[config.mk]
export PLATFORM = sky130hd
export DESIGN_NAME = rc3_raster_ctrl
export DESIGN_NICKNAME = d
export VERILOG_FILES = /design/src/hdl/rc3_pkg.sv /design/src/hdl/rc3_raster_ctrl.sv
export SDC_FILE = /design/constraint.sdc
export NUM_CORES = 1
export LEC_CHECK = 0
export BUFFER_PORTS_ARGS = -buffer_cell sky130_fd_sc_hd__buf_2
export CORE_ASPECT_RATIO = 1.5
export CORE_MARGIN = 2
export CORE_UTILIZATION = 59
export CTS_CLUSTER_DIAMETER = 100
export DETAILED_ROUTE_END_ITERATION = 6
export PLACE_DENSITY = 0.84
export SLEW_MARGIN = 20
export SYNTH_ARGS = -nofsm -noshare
export SYNTH_HDL_FRONTEND = slang
export SYNTH_SLANG_ARGS = --single-unit
[constraint.sdc]
create_clock -name clock -period 6.8 [get_ports clock]
set_clock_uncertainty 0.2 [all_clocks]
set_input_delay 0.68 -clock clock [delete_from_list [all_inputs] [get_ports clock]]
set_output_delay 0.68 -clock clock [all_outputs]
set_load 0.05 [all_outputs]
[src/hdl/rc3_pkg.sv]
package rc3_pkg;

   localparam int CH_W = 8;
   localparam int PIX_W = 3 * CH_W;
   localparam int COEF_W = 12;
   localparam int KROW_W = 3 * COEF_W;
   localparam int DIM_W = 11;
   localparam int CSR_INDEX_W = 3;
   localparam int CSR_DATA_W = KROW_W;
   localparam int PROD_W = 20;
   localparam int RSUM_W = 22;
   localparam int SUM_W = 24;

   localparam logic [CSR_INDEX_W-1:0] CSR_FRAME_WIDTH = 3'd0;
   localparam logic [CSR_INDEX_W-1:0] CSR_FRAME_HEIGHT = 3'd1;
   localparam logic [CSR_INDEX_W-1:0] CSR_KERNEL_TOP = 3'd2;
   localparam logic [CSR_INDEX_W-1:0] CSR_KERNEL_MIDDLE = 3'd3;
   localparam logic [CSR_INDEX_W-1:0] CSR_KERNEL_BOTTOM = 3'd4;

   localparam logic [DIM_W-1:0] FRAME_WIDTH_RESET = 11'd640;
   localparam logic [DIM_W-1:0] FRAME_HEIGHT_RESET = 11'd480;
   localparam logic [KROW_W-1:0] KERNEL_TOP_RESET = 36'h0_0000_0000;
   localparam logic [KROW_W-1:0] KERNEL_MIDDLE_RESET = 36'h0_0010_0000;
   localparam logic [KROW_W-1:0] KERNEL_BOTTOM_RESET = 36'h0_0000_0000;

   localparam logic [CH_W-1:0] CH_MAX = 8'd255;

   typedef struct packed {
      logic [CH_W-1:0] blue;
      logic [CH_W-1:0] green;
      logic [CH_W-1:0] red;
   } pixel_type;

   typedef struct packed {
      pixel_type upper;
      pixel_type middle;
   } line_pair_type;

   typedef pixel_type [2:0][2:0] window_type;

   typedef logic [2:0][KROW_W-1:0] kernel_type;

   typedef struct packed {
      logic started;
      logic no_top;
      logic no_bottom;
      logic no_left;
      logic no_right;
      logic end_of_line;
      logic end_of_frame;
   } position_type;

   typedef struct packed {
      logic end_of_line;
      logic end_of_frame;
   } marks_type;

endpackage

[src/hdl/rc3_raster_ctrl.sv]
module rc3_raster_ctrl #(
   parameter int MAX_WIDTH = 1024,
   parameter int MAX_HEIGHT = 1024
) (
   input  logic                          clock,
   input  logic                          reset,
   input  logic                          step,
   input  logic [rc3_pkg::DIM_W-1:0]     frame_width,
   input  logic [rc3_pkg::DIM_W-1:0]     frame_height,
   output logic [$clog2(MAX_WIDTH)-1:0]  col,
   output rc3_pkg::position_type         pos
);

   localparam int CW = $clog2(MAX_WIDTH);
   localparam int RW = $clog2(MAX_HEIGHT);
   localparam logic [1:0] ROW_FULL = 2'd2;
   localparam logic [1:0] ROW_ONE = 2'd1;

   logic [CW:0]   width_lim;
   logic [RW:0]   height_lim;
   logic [CW-1:0] in_col_ff, in_col_in, in_col_cur;
   logic [CW-1:0] out_col_ff, out_col_in, out_col_cur;
   logic [1:0]    in_row_ff, in_row_in;
   logic [RW-1:0] out_row_ff, out_row_in;
   logic          last_col, last_row, line_end, frame_end, started;

   always_comb begin
      if (frame_width == '0) begin
         width_lim = (CW+1)'(1);
      end else if (32'(frame_width) > 32'(MAX_WIDTH)) begin
         width_lim = (CW+1)'(MAX_WIDTH);
      end else begin
         width_lim = (CW+1)'(frame_width);
      end
      if (frame_height == '0) begin
         height_lim = (RW+1)'(1);
      end else if (32'(frame_height) > 32'(MAX_HEIGHT)) begin
         height_lim = (RW+1)'(MAX_HEIGHT);
      end else begin
         height_lim = (RW+1)'(frame_height);
      end
   end

   always_comb begin
      in_col_cur = ({1'b0, in_col_ff} >= width_lim) ? '0 : in_col_ff;
      out_col_cur = ({1'b0, out_col_ff} >= width_lim) ? '0 : out_col_ff;
      last_col = ({1'b0, in_col_cur} + 1'b1) >= width_lim;
      line_end = ({1'b0, out_col_cur} + 1'b1) >= width_lim;
      last_row = ({1'b0, out_row_ff} + 1'b1) >= height_lim;
      frame_end = line_end && last_row;
      started = (in_row_ff == ROW_FULL) || (in_row_ff == ROW_ONE && in_col_cur != '0);

      in_col_in = last_col ? '0 : in_col_cur + 1'b1;
      in_row_in = (last_col && in_row_ff != ROW_FULL) ? in_row_ff + 2'd1 : in_row_ff;
      out_col_in = out_col_cur;
      out_row_in = out_row_ff;
      if (started) begin
         if (frame_end) begin
            in_col_in = '0;
            in_row_in = '0;
            out_col_in = '0;
            out_row_in = '0;
         end else if (line_end) begin
            out_col_in = '0;
            out_row_in = out_row_ff + 1'b1;
         end else begin
            out_col_in = out_col_cur + 1'b1;
         end
      end
   end

   always_comb begin
      col = in_col_cur;
      pos.started = started;
      pos.no_top = (out_row_ff == '0);
      pos.no_bottom = last_row;
      pos.no_left = (out_col_cur == '0);
      pos.no_right = line_end;
      pos.end_of_line = line_end;
      pos.end_of_frame = frame_end;
   end

   always_ff @(posedge clock) begin
      if (reset) begin
         in_col_ff <= '0;
         in_row_ff <= '0;
         out_col_ff <= '0;
         out_row_ff <= '0;
      end else if (step) begin
         in_col_ff <= in_col_in;
         in_row_ff <= in_row_in;
         out_col_ff <= out_col_in;
         out_row_ff <= out_row_in;
      end
   end

   a_frame_end_restarts: assert property (@(posedge clock) disable iff (reset)
      step && started && frame_end |=>
         (in_col_ff == '0 && in_row_ff == '0 && out_col_ff == '0 && out_row_ff == '0))
      else $error("Counters not restarted after the last pixel of a frame.");

   a_idle_counters_hold: assert property (@(posedge clock) disable iff (reset)
      !step |=> $stable(out_row_ff) && $stable(in_row_ff))
      else $error("Row counters moved without an input transfer.");

endmodule

After elaboration in Yosys (flattened, before gate mapping). Index checks and enable logic that the tools add are counted. W data, S select, Z words.

Register bits after elaboration: 32. Bits of input ports: 25.

$add $sub $neg: 7. Magnitude comparators: 7. Equality and inequality tests: 3. Muxes and demuxes: 17. Reductions and logical operators: 11.

Operators with widths (count): $mux W10 (10); $mux W11 (4); $add A10 B1 Y11 const B (3); $ge A11 B11 Y1 (3); $add A10 B1 Y10 const B (3); $ge A10 B11 Y1 (2); $gt A11 B11 Y1 const B (2); $logic_not A11 Y1 (2); $logic_not A10 Y1 (2); $reduce_bool A10 Y1 (1); $mux W2 (3); $logic_and A1 B1 Y1 (3); $reduce_and A3 Y1 (1); $add A2 B1 Y2 const B (1); $eq A2 B1 Y1 const B (1); $eq A2 B2 Y1 const B (1); $ne A2 B2 Y1 const B (1); $reduce_bool A2 Y1 (1); $logic_or A1 B1 Y1 (1).

Logic depth before layout (Yosys ltp). Gate-level depths: netlist of the first run.

Depth in word-level cells: 11. Depth in mapped cells: 24. Depth with buffers taken out: 23.

Worst setup path before layout of the first run. OpenSTA, ideal clock, no wires.

Path kind: input-to-reg. Start: input frame_width[10] (netlist name). End: register in_col_ff[0]. Library setup time: 0.061 ns. Arrival: 6.005 ns. Required time: 6.539 ns. Setup slack: 0.534 ns. Stages on the path: 21. Buffers on the path: 2. Path through: inv_1 clkbuf_1 nand2_1 ha_1 a21o_1 a21o_1 a31oi_1 a21oi_1 clkbuf_1 nor2b_1 ha_1 nand3_1 nor2_1 xnor2_1 nor2_1 ha_1 a2111o_1 a2111oi_0 nor2_1 a2111oi_4 a22o_1.

Longest elaborated chain between the ends: 10. Elaborated cells between the ends (all ways): 20. Classes of those cells: add/sub: 3; order compare: 5; mux: 7; reduce/logical: 5.

RTL lines: start: declaration (RTL line rc3_raster_ctrl.sv:8) `input logic [rc3_pkg::DIM_W-1:0] frame_width,`; $gt A11 B11 Y1 (RTL line rc3_raster_ctrl.sv:30) `end else if (32'(frame_width) > 32'(MAX_WIDTH)) begin`; $mux W11 (RTL line rc3_raster_ctrl.sv:30); $mux W11 * (RTL line rc3_raster_ctrl.sv:28) `if (frame_width == '0) begin`; $ge A10 B11 Y1 * (RTL line rc3_raster_ctrl.sv:45) `in_col_cur = ({1'b0, in_col_ff} >= width_lim) ? '0 : in_col_ff;`; $mux W10 * (RTL line rc3_raster_ctrl.sv:45); named net col[1] (RTL line rc3_raster_ctrl.sv:10) `output logic [$clog2(MAX_WIDTH)-1:0] col,`; $add A10 B1 Y11 (RTL line rc3_raster_ctrl.sv:47) `last_col = ({1'b0, in_col_cur} + 1'b1) >= width_lim;`; $ge A11 B11 Y1 (RTL line rc3_raster_ctrl.sv:47); $mux W10 (RTL line rc3_raster_ctrl.sv:53) `in_col_in = last_col ? '0 : in_col_cur + 1'b1;`; $mux W10 (RTL line rc3_raster_ctrl.sv:58) `if (frame_end) begin`; $mux W10 * (RTL line rc3_raster_ctrl.sv:57) `if (started) begin`; end signal: assignment (RTL line rc3_raster_ctrl.sv:90) `in_col_ff <= in_col_in;`; end: declaration (RTL line rc3_raster_ctrl.sv:21) `logic [CW-1:0] in_col_ff, in_col_in, in_col_cur;`.

The timed path passes the listed nets; every way through them passes the cells marked *. A chain may end at the register's enable or synchronous reset.

Final worst setup path of the first run.
Start: input frame_width[6] (netlist name). End: register in_col_ff[3].

Longest elaborated chain between the ends: 10. Elaborated cells between the ends (all ways): 20. Classes of those cells: add/sub: 3; order compare: 5; mux: 7; reduce/logical: 5.

RTL lines (RTL line): $gt A11 B11 Y1 (rc3_raster_ctrl.sv:30); $mux W11 (rc3_raster_ctrl.sv:30); $mux W11 * (rc3_raster_ctrl.sv:28); $ge A10 B11 Y1, on equally long branches (rc3_raster_ctrl.sv:45, rc3_raster_ctrl.sv:46); $mux W10, on equally long branches (rc3_raster_ctrl.sv:45, rc3_raster_ctrl.sv:46); $add A10 B1 Y11, on equally long branches (rc3_raster_ctrl.sv:47, rc3_raster_ctrl.sv:48); $ge A11 B11 Y1, on equally long branches (rc3_raster_ctrl.sv:47, rc3_raster_ctrl.sv:48); $mux W10 / $logic_and A1 B1 Y1 (equally long branches) (rc3_raster_ctrl.sv:53, rc3_raster_ctrl.sv:50); $mux W10 (rc3_raster_ctrl.sv:58); $mux W10 * (rc3_raster_ctrl.sv:57).

Every way passes the cells marked *; elsewhere a longest branch is shown, timed or not.

==> results of run 1 <==
==> logic make-up after synthesis <==
logic type	synth area share, %
fa+ha+maj	23.3
xor+xnor	4.55
mux	0.344
compound gates	22.3
simple gates	25.6
flops	19.6
buf+inv	4.25
==> registers in the layout, summed over array words and instances (netlist names) <==
| signal | cells |
|---|---|
| out_col_ff | 10 |
| in_row_ff | 2 |
| in_col_ff | 10 |
| out_row_ff | 10 |
==> worst paths after layout <==
check,from,to,slack [ns],cells past startpoint
setup / recovery,frame_width[6],in_col_ff[3]$_SDFFE_PP0P_,0.60,23
hold / removal,out_row_ff[1]$_SDFFE_PP0P_,out_row_ff[1]$_SDFFE_PP0P_,0.30,2
setup reg to reg,in_col_ff[8]$_SDFFE_PP0P_,in_col_ff[3]$_SDFFE_PP0P_,1.23,19
hold reg to reg,out_row_ff[1]$_SDFFE_PP0P_,out_row_ff[1]$_SDFFE_PP0P_,0.30,2
==> metal layers <==
metal / track usage, % / up-vias / routed length (microns)
li1: - / 1560 / -
met1: 29.8 / 1453 / 3220
met2: 49.2 / 62 / 4200
met3: 4.37 / 28 / 169
met4: 15.2 / 0 / 278
met5: 0 / - / 0
==> area by class of cell <==
type,count,share of cell area [%]
clock inverters,2,0.969
flip-flops and latches,32,17.7
repair buffers,43,6.09
well taps,70,2.42
clock buffers,6,2.01
multi-input cells,342,68.8
inverters,19,1.97
==> metrics by stage <==
stage                     utilization [%]  worst slack, ns  power [mW]  hold WS [ns]
after detailed placement             64.9            0.393       0.273         0.295
after global placement               64.9            0.496       0.271         0.282
final                                66.9            0.596       0.449         0.300
after CTS                            66.9            0.674       0.451         0.305
after global routing                 66.9            0.301       0.468         0.349
after floorplan                         -            0.534       0.249         0.262
==> worst max-delay path, cell delays in order <==
cell and delay (ns):
buf_2 0.11, nor4_1 0.26, a31oi_1 0.11, nor2_1 0.33
ha_1 0.31, nor2b_1 0.11, o21ai_1 0.10, a31oi_1 0.25
a21oi_1 0.10, buf_4 0.20, nand2b_1 0.20, inv_1 0.11
ha_1 0.20, nand3_1 0.16, nor2_1 0.19, xnor2_1 0.08
nor2_1 0.16, ha_1 0.28, a2111o_1 0.44, a2111oi_0 0.76
nor2_1 0.19, a2111oi_4 0.63, a22o_1 0.24
==> placed cells by master (no fill, tap or decap), types with 4 or more instances in the layout <==
cell type | synthesis | routed
xnor2_1 | 8 | 8
nor4_1 | 8 | 8
nor2b_1 | 13 | 13
nand2b_1 | 16 | 16
dfxtp_1 | 32 | 32
nor2_1 | 29 | 29
a21o_1 | 13 | 13
inv_1 | 17 | 17
a211oi_1 | 7 | 7
buf_2 | 0 | 41
and3_1 | 12 | 12
nand3_1 | 14 | 14
clkbuf_8 | 0 | 5
a22o_1 | 16 | 16
a31oi_1 | 4 | 4
o21ai_1 | 8 | 8
ha_1 | 61 | 61
xor2_1 | 9 | 9
o21ai_0 | 4 | 4
nand2_1 | 47 | 47
a21oi_1 | 26 | 26
==> power by group through the flow <==
| stage | sequential, mW | clock [mW] | combinational [mW] |
|---|---|---|---|
| global route | 0.191 | 0.190 | 0.0878 |
| detailed placement | 0.195 | 0 | 0.0785 |
| finish | 0.190 | 0.180 | 0.0791 |
| floorplan | 0.194 | 0 | 0.0545 |
| global placement | 0.195 | 0 | 0.0761 |
| CTS | 0.190 | 0.182 | 0.0788 |
==> out/qor.txt, run 1 <==
Seq/Total Area, Yosys: 19.6%
Worst setup path category: input pin to flip-flop
Gpl congestion: 0.930
Primary FF master, synth: dfxtp_1
CTS root buf: clkbuf_8
Total grt overflow: 0
Post-synth EDFFs: 0
Routed len/inst: 15.3 microns
Peak VDD IR: 97.1 uV
Measured slew at the worst slew-check pin: 0.837 ns
Yosys warnings: 0
Yosys reg bits: 32
Dpl cell area: 3510 sq um
Final setup TNS: 0 ns
Clock share of power: 40.0%
Switching pwr: 123 uW
Drt drc: 0
# fillers: 443
Ys async rst share: 0%
Cells after synthesis: 404
Nets: 529
Via count: 3103
Routed Antenna Nets: 0
Critical Path AT: 6.23 ns
Post-synth top area cell: ha_1
Wire length of the first global-routing pass: 13200 microns
Clock Path Buffers: 2
Final instance area: 3620 sq um
Final min period: 6.20 ns
RSZ-0062 raised after global routing: false
Die H: 95.2 microns
Row count: 33
Layout area overhead: 10.6%
WP data required: 6.82 ns
Leakage: 1.79 nW
Reg power frac: 42.4%
Die width: 64.8 microns
Initial DRC Count: 147
P_int: 327 uW
Setup repair bufs after CTS: 0
Number of clock sinks: 32
CP max FO: 17
Most common cell in the netlist: ha_1
Status: complete, no violations
CTS clk-pin slew, worst paths: 0.07 ns
DPL Wire Length: 6510 microns
Number of top-level pins: 42
Final period util: 91.2%
Final WL: 7870 microns
Post-cts sizing count: 0
Fmax: 161 MHz
Logic gate share of total power: 17.6%
Endpoint type of the worst setup path: flip-flop
Core Area: 5410 sq um
Top-area cell type share of the netlist area: 23.3%
Post-synthesis net count: 490
Unique masters post-synth: 54
CTS tree: built
Cts bufs inserted: 5
H-Tree Depth: 2
Slew headroom: 42.8%
Net Sw Frac: 27.3%
Detailed Routing Iterations Pass 1: 4
Pin count of the biggest net entering global routing: 18
Filler-free cell count of the finished design: 514
Inst Count DP: 506
Vias in the first global route: 3004
Area contributors post-synth: ha_1, dfxtp_1, nand2_1, a22o_1, a21oi_1
Inserted Diodes: 0
Initial Util: 60.4%
Syn Area/Cell: 8.09 sq um
Multi-input logic area: 2490 sq um
Fin. max-slew vios: 0
CP Launch Type: input pin
Setup Viol. Count Final: 0
Initial antenna violation count: 0
Port buffer count: 41
Synth Cell Area: 3270 sq um
Via density: 6.04
PwrDens: 124 nW/um^2
Hold WC Path Type: flip-flop to flip-flop
Final Hold Vio Count: 0
Top cells by count, synth: ha_1, nand2_1, dfxtp_1
Register Area: 641 sq um
Cts hold-fix bufs: 0
Share of layout cells above drive strength 1: 13.5%
Total Routing Usage GR: 27.2%
Die area: 6170 sq um
Max_cap viols: 0
Clk_lat worst skew: 0.29 ns
No activity file was read; power rests on OpenSTA's default activity.
==> inputs of run 2 (changes only) <==
==> constraint.sdc (replaced) <==
create_clock -name clock -period 5.9 [get_ports clock]
set_clock_uncertainty 0.2 [all_clocks]
set_input_delay 0.59 -clock clock [delete_from_list [all_inputs] [get_ports clock]]
set_output_delay 0.59 -clock clock [all_outputs]
set_load 0.05 [all_outputs]
==> run 2 against run 1 <==
  * Worst hold slack got worse by 0.0063 ns
  * Setup slack worse by 0.36 ns
  * Cell area increased by 3.3%
  * Sequential cell count unchanged
  * Cell count up 2.3%
  * Core utilization increased by 2.2 points
  * Sequential power grew 15%
  * Non-clock buffer count rose by 12
  * Wire length is 3.9% higher
  * Critical path depth fell by 3
  * Sequential share of layout area decreased by 0.56 points
  * Critical endpoint is now pos[0]
  * Largest cell class unchanged
==> out/qor.txt, run 2 (same netlist as run 1, synthesis figures left out) <==
Status: complete, no violations
DPL Wire Length: 6570 microns (+0.91%)
Critical Path AT: 4.88 ns (-1.35 ns)
Cts bufs inserted: 5 (unchanged)
Leakage: 1.85 nW (+3.2%)
Via density: 6.06 (+0.33%)
Layout area overhead: 14.3%
WP data required: 5.11 ns (-1.71 ns)
Met3 Track Usage GR: 4.01% (-0.35 points)
Drt drc: 0 (unchanged)
H-Tree Depth: 2 (unchanged)
Reg2Reg Launch Point: out_col_ff[5]$_SDFFE_PP0P_
Total Routing Usage GR: 28.3% (+1.1 points)
Die width: 64.8 microns (unchanged)
Detailed Routing Iterations Pass 1: 4 (unchanged)
Met1 global-route usage: 31.1% (+1.3 points)
Dpl cell area: 3560 sq um (+1.6%)
Share of layout cells above drive strength 1: 17.3% (+3.8 points)
Setup WS pre-CTS: 0.0245 ns (-0.368 ns)
CTS clk-pin slew, worst paths: 0.07 ns (about the same)
Cts hold-fix bufs: 0 (unchanged)
Initial antenna violation count: 0 (unchanged)
Die H: 95.2 microns (unchanged)
Fin. max-slew vios: 0 (unchanged)
Fmax: 176 MHz
R2r setup slk: 0.95 ns (-0.28 ns)
Inserted Diodes: 0 (unchanged)
Worst setup path category: input pin to output pin
Final period util: 96.1%
Final min period: 5.67 ns
Slew headroom: 51.5% (+8.7 points)
Routed len/inst: 15.5 microns (+1.5%)
Row count: 33 (unchanged)
Hold Startpoint: out_row_ff[1]$_SDFFE_PP0P_
Gpl congestion: 0.919 (-1.1%)
Crit path from: frame_width[10]
Commonest non-fill, non-tap cell in the layout: ha_1
Clk_lat worst skew: 0.29 ns (about the same)
Wire length of the first global-routing pass: 13800 microns (+4.6%)
Met2 Resource Use GR: 50.5% (+1.3 points)
Initial Util: 60.4% (unchanged)
Clock Path Buffers: 2 (unchanged)
CTS root buf: clkbuf_8
Most Crowded Layer GR: met2
Total grt overflow: 0 (unchanged)
Final WL: 8180 microns (+3.9%)
Via count: 3186 (+2.7%)
CP Launch Type: input pin
WHS Endpoint: out_row_ff[1]$_SDFFE_PP0P_
Final Hold Vio Count: 0 (unchanged)
PwrDens: 142 nW/um^2 (+15%)
CP max FO: 13 (-4)
Max_cap viols: 0 (unchanged)
Top Registers: in_col_ff x10, out_col_ff x10, out_row_ff x10
Nets: 541 (+2.3%)
Final instance area: 3740 sq um (+3.3%)
Setup Viol. Count Final: 0 (unchanged)
Pin count of the biggest net entering global routing: 16 (-2)
Die area: 6170 sq um (unchanged)
Hold WC Path Type: flip-flop to flip-flop
FF-to-FF End: in_col_ff[3]$_SDFFE_PP0P_
Routed Antenna Nets: 0 (unchanged)
Hold path depth: 2 (unchanged)
Number of top-level pins: 42 (unchanged)
CTS tree: built
Core Area: 5410 sq um (unchanged)
Highest-count cells in the layout ignoring fill and taps: ha_1, nand2_1, buf_2
Vias in the first global route: 3125 (+4.0%)
Number of clock sinks: 32 (unchanged)
Initial DRC Count: 227 (+54%)
Final WS setup: 0.232 ns (-0.364 ns)
Measured slew at the worst slew-check pin: 0.725 ns (-0.112 ns)
Port buffer count: 41 (unchanged)
Peak VDD IR: 124 uV (+28%)
Endpoint type of the worst setup path: output pin
R2R depth: 19 (unchanged)
## run 2: how the worst max path moves through the flow
stage	endpoint	slack (ns)	cells after the start
after CTS	pos[0]	0.06	21
after global placement	pos[0]	0.18	20
after detailed placement	pos[0]	0.02	20
final	pos[0]	0.23	20
after global routing	pos[0]	-0.02	23
after floorplan	in_col_ff[0]$_SDFFE_PP0P_	0.04	21
## run 2: per-layer routing
metal	routed length, microns	share of wire (%)	vias up
met1	3220	39	1476
met4	466	5.7	0
met5	0	0	-
li1	-	-	1585
met3	280	3.4	38
met2	4200	51	87
## run 2: area by class of cell
| class | count | area [sq um] |
|---|---|---|
| Inverter | 19 | 75.1 |
| Clock buffer | 6 | 72.6 |
| Fill cell | 428 | 1670 |
| Timing Repair Buffer | 55 | 310 |
| Sequential cell | 32 | 641 |
| Tap cell | 70 | 87.6 |
| Multi-Input combinational cell | 342 | 2510 |
| Clock inverter | 2 | 35.0 |
## run 2: worst max-delay path: stages
cell and delay, ns:
buf_2 0.15, clkinvlp_4 0.24, nand2_2 0.21, ha_1 0.26, a21o_1 0.19, a2111oi_2 0.41, a211oi_2 0.17, nand2b_1 0.21
inv_1 0.10, ha_1 0.22, nand3_1 0.16, nor2_1 0.18, xnor2_1 0.13, nor2_1 0.08, ha_1 0.21, or4_1 0.56
a221oi_2 0.24, a21oi_2 0.15, and2_4 0.19, buf_2 0.21
## run 2: stage by stage
stage          total power, mW  hold slack [ns]  TNS, ns  std cells  utilization (%)
2_1_floorplan            0.287            0.262        0        404                -
3_3_place_gp             0.317            0.275        0        513             65.9
3_5_place_dp             0.321            0.285        0        513             65.9
4_1_cts                  0.527            0.293        0        521             68.0
5_1_grt                  0.553            0.308  -0.0181        526             69.1
6_report                 0.532            0.293        0        526             69.1
## run 2: where the power goes
| part | total (mW) | switching (mW) | internal, mW |
|---|---|---|---|
| Combinational | 0.102 | 0.0618 | 0.0401 |
| Sequential | 0.219 | 0.00186 | 0.218 |
| Clock | 0.210 | 0.0850 | 0.125 |
## run 2: repair_timing
| action | 4_1_cts | 5_1_grt |
|---|---|---|
| pin swaps | 0 | 1 |
| resized for setup | 1 | 6 |
| buffers inserted | 0 | 5 |
| setup endpoints to repair | 1 | 4 |
==> inputs of run 3 (changes only) <==
==> constraint.sdc (replaced) <==
create_clock -name clock -period 5.6 [get_ports clock]
set_clock_uncertainty 0.2 [all_clocks]
set_input_delay 0.56 -clock clock [delete_from_list [all_inputs] [get_ports clock]]
set_output_delay 0.56 -clock clock [all_outputs]
set_load 0.05 [all_outputs]
==> run 3 against run 2 <==
  * Critical path depth up 1
  * Worst hold slack lost 0.0032 ns
  * Global-route usage decreased by 1.1 points
  * Die area unchanged
  * Combinational power about the same
  * Total power fell by 0.17%
  * Register-to-register slack got worse by 0.17 ns
  * Core utilization decreased by 1.3 points
  * Cell count decreased by 1.5%
  * Largest cell class unchanged
==> out/qor.txt, run 3 (same netlist as run 1, synthesis figures left out) <==
Status: complete, no violations
Endpoint type of the worst setup path: output pin
CTS root buf: clkbuf_8
CTS clk-pin slew, worst paths: 0.07 ns (about the same)
Via count: 3129 (-1.8%)
Initial DRC Count: 141 (-38%)
Core Area: 5410 sq um (unchanged)
Slowest cell on the critical path: or4_1
Met3 routed WL: 220 microns (-21%)
Initial antenna violation count: 0 (unchanged)
Worst setup path category: input pin to output pin
Total Power: 531 uW (-0.17%)
Final instance area: 3670 sq um (-1.9%)
# fillers: 446 (+4.2%)
Via density: 6.04 (-0.27%)
Measured slew at the worst slew-check pin: 0.726 ns (+0.00143 ns)
Initial Util: 60.4% (unchanged)
CP max FO: 8 (-5)
Most frequent CP cell: ha_1
Final min period: 5.36 ns
Clk_lat worst skew: 0.29 ns (about the same)
Die area: 6170 sq um (unchanged)
DR WL met2: 4280 microns (+1.7%)
Total grt overflow: 0 (unchanged)
Gpl congestion: 0.887 (-3.4%)
Max layer used: met4
Peak VDD IR: 107 uV (-14%)
Layout area overhead: 12.1%
Die H: 95.2 microns (unchanged)
Final Hold Vio Count: 0 (unchanged)
Setup Viol. Count Final: 0 (unchanged)
Reg2Reg Launch Point: out_col_ff[5]$_SDFFE_PP0P_
Cts hold-fix bufs: 0 (unchanged)
Number of top-level pins: 42 (unchanged)
Inst Count DP: 511 (-0.39%)
Share of layout cells above drive strength 1: 15.4% (-1.9 points)
Clock Path Buffers: 2 (unchanged)
CP Launch Type: input pin
Detailed Routing Iterations Pass 1: 4 (unchanged)
Final WL: 8020 microns (-1.9%)
Commonest non-fill, non-tap cell in the layout: ha_1
Hold WC Path Type: flip-flop to flip-flop
Cts bufs inserted: 5 (unchanged)
Top Registers: in_col_ff x10, out_col_ff x10, out_row_ff x10
Fmax: 186 MHz
Drt drc: 0 (unchanged)
Dpl cell area: 3550 sq um (-0.28%)
Highest-count cells in the layout ignoring fill and taps: ha_1, nand2_1, buf_2
Crit path from: frame_width[10]
Fin. max-slew vios: 0 (unchanged)
Nets: 534 (-1.3%)
Slew headroom: 51.4% (-0.062 points)
Wire length of the first global-routing pass: 13200 microns (-4.0%)
Port buffer count: 41 (unchanged)
Number of clock sinks: 32 (unchanged)
DPL Wire Length: 6450 microns (-1.7%)
Final period util: 95.8%
Hold Startpoint: out_row_ff[1]$_SDFFE_PP0P_
Final setup TNS: 0 ns (unchanged)
Total Routing Usage GR: 27.2% (-1.1 points)
Routed Antenna Nets: 0 (unchanged)
Critical path cell sequence: buf_2 -> inv_1 -> buf_4 -> nand2_1 -> ha_1 -> a21o_1 -> a2111oi_2 -> a211oi_2 -> nand2b_1 -> inv_1 -> ha_1 -> nand3_1 -> nor2_1 -> xnor2_1 -> nor2_1 -> ha_1 -> or4_1 -> a221oi_2 -> a21oi_2 -> and2_4 -> buf_2
CTS tree: built
Row count: 33 (unchanged)
Die width: 64.8 microns (unchanged)
Filler-free cell count of the finished design: 518 (-1.5%)
Critical Path AT: 4.60 ns (-0.28 ns)
Routed len/inst: 15.5 microns (-0.42%)
Pin count of the biggest net entering global routing: 17 (+1)
Leakage: 1.82 nW (-1.8%)
Vias in the first global route: 3014 (-3.6%)
Metal-1 WL: 3260 microns (+1.1%)
Inserted Diodes: 0 (unchanged)
H-Tree Depth: 2 (unchanged)
Max_cap viols: 0 (unchanged)
PwrDens: 145 nW/um^2 (+1.7%)
WP data required: 4.84 ns (-0.27 ns)
Crit path largest cell delay: 0.53 ns (-0.03 ns)
[run 3: cell type report]
class / count / area, sq um / share of cell area, %
Clock buffer: 7 / 96.3 / 2.63
Timing Repair Buffer: 48 / 258 / 7.03
Sequential cell: 32 / 641 / 17.5
Inverter: 19 / 71.3 / 1.95
Tap cell: 70 / 87.6 / 2.39
Multi-Input combinational cell: 342 / 2510 / 68.5
[run 3: repair_timing]
item                       4_1_cts  5_1_grt
setup endpoints to repair        0       14
buffers inserted                 0        0
resized for setup                0        5
[run 3: path summary, 6_finish.rpt]
path / to / slack (ns) / cells past startpoint
max: pos[0] / 0.24 / 21
min: out_row_ff[1]$_SDFFE_PP0P_ / 0.29 / 2
max reg2reg: out_row_ff[6]$_SDFFE_PP0P_ / 0.78 / 19
min reg2reg: out_row_ff[1]$_SDFFE_PP0P_ / 0.29 / 2
[run 3: layer usage]
| layer | up-vias | global-route usage, % |
|---|---|---|
| met4 | 0 | 13.8 |
| met5 | - | 0 |
| met1 | 1475 | 28.6 |
| met3 | 25 | 4.72 |
| met2 | 64 | 50.9 |
| li1 | 1565 | - |
[run 3: power breakdown]
group	switching (mW)	total, mW	leakage, nW	internal [mW]
logic	0.0640	0.103	1.51	0.0386
registers	0.00213	0.231	0.258	0.229
clock network	0.0872	0.197	0.0503	0.109
[run 3: metrics by stage]
step,util [%],hold WS [ns],worst slack [ns]
after global routing,67.8,0.330,-0.0581
after CTS,67.5,0.293,0.205
after floorplan,-,0.262,0.0845
after global placement,65.7,0.273,0.185
after detailed placement,65.7,0.284,0.129
final,67.8,0.290,0.237
[run 3: worst max-delay path: cells and delay by family]
kind	cells	cell delay [ns]
AOI/OAI and AO/OA	5	1.02
xor gates and xnor gates	1	0.13
adders and majority gates	3	0.65
buffers and inverters	5	0.77
and+or+nand+nor	7	1.47
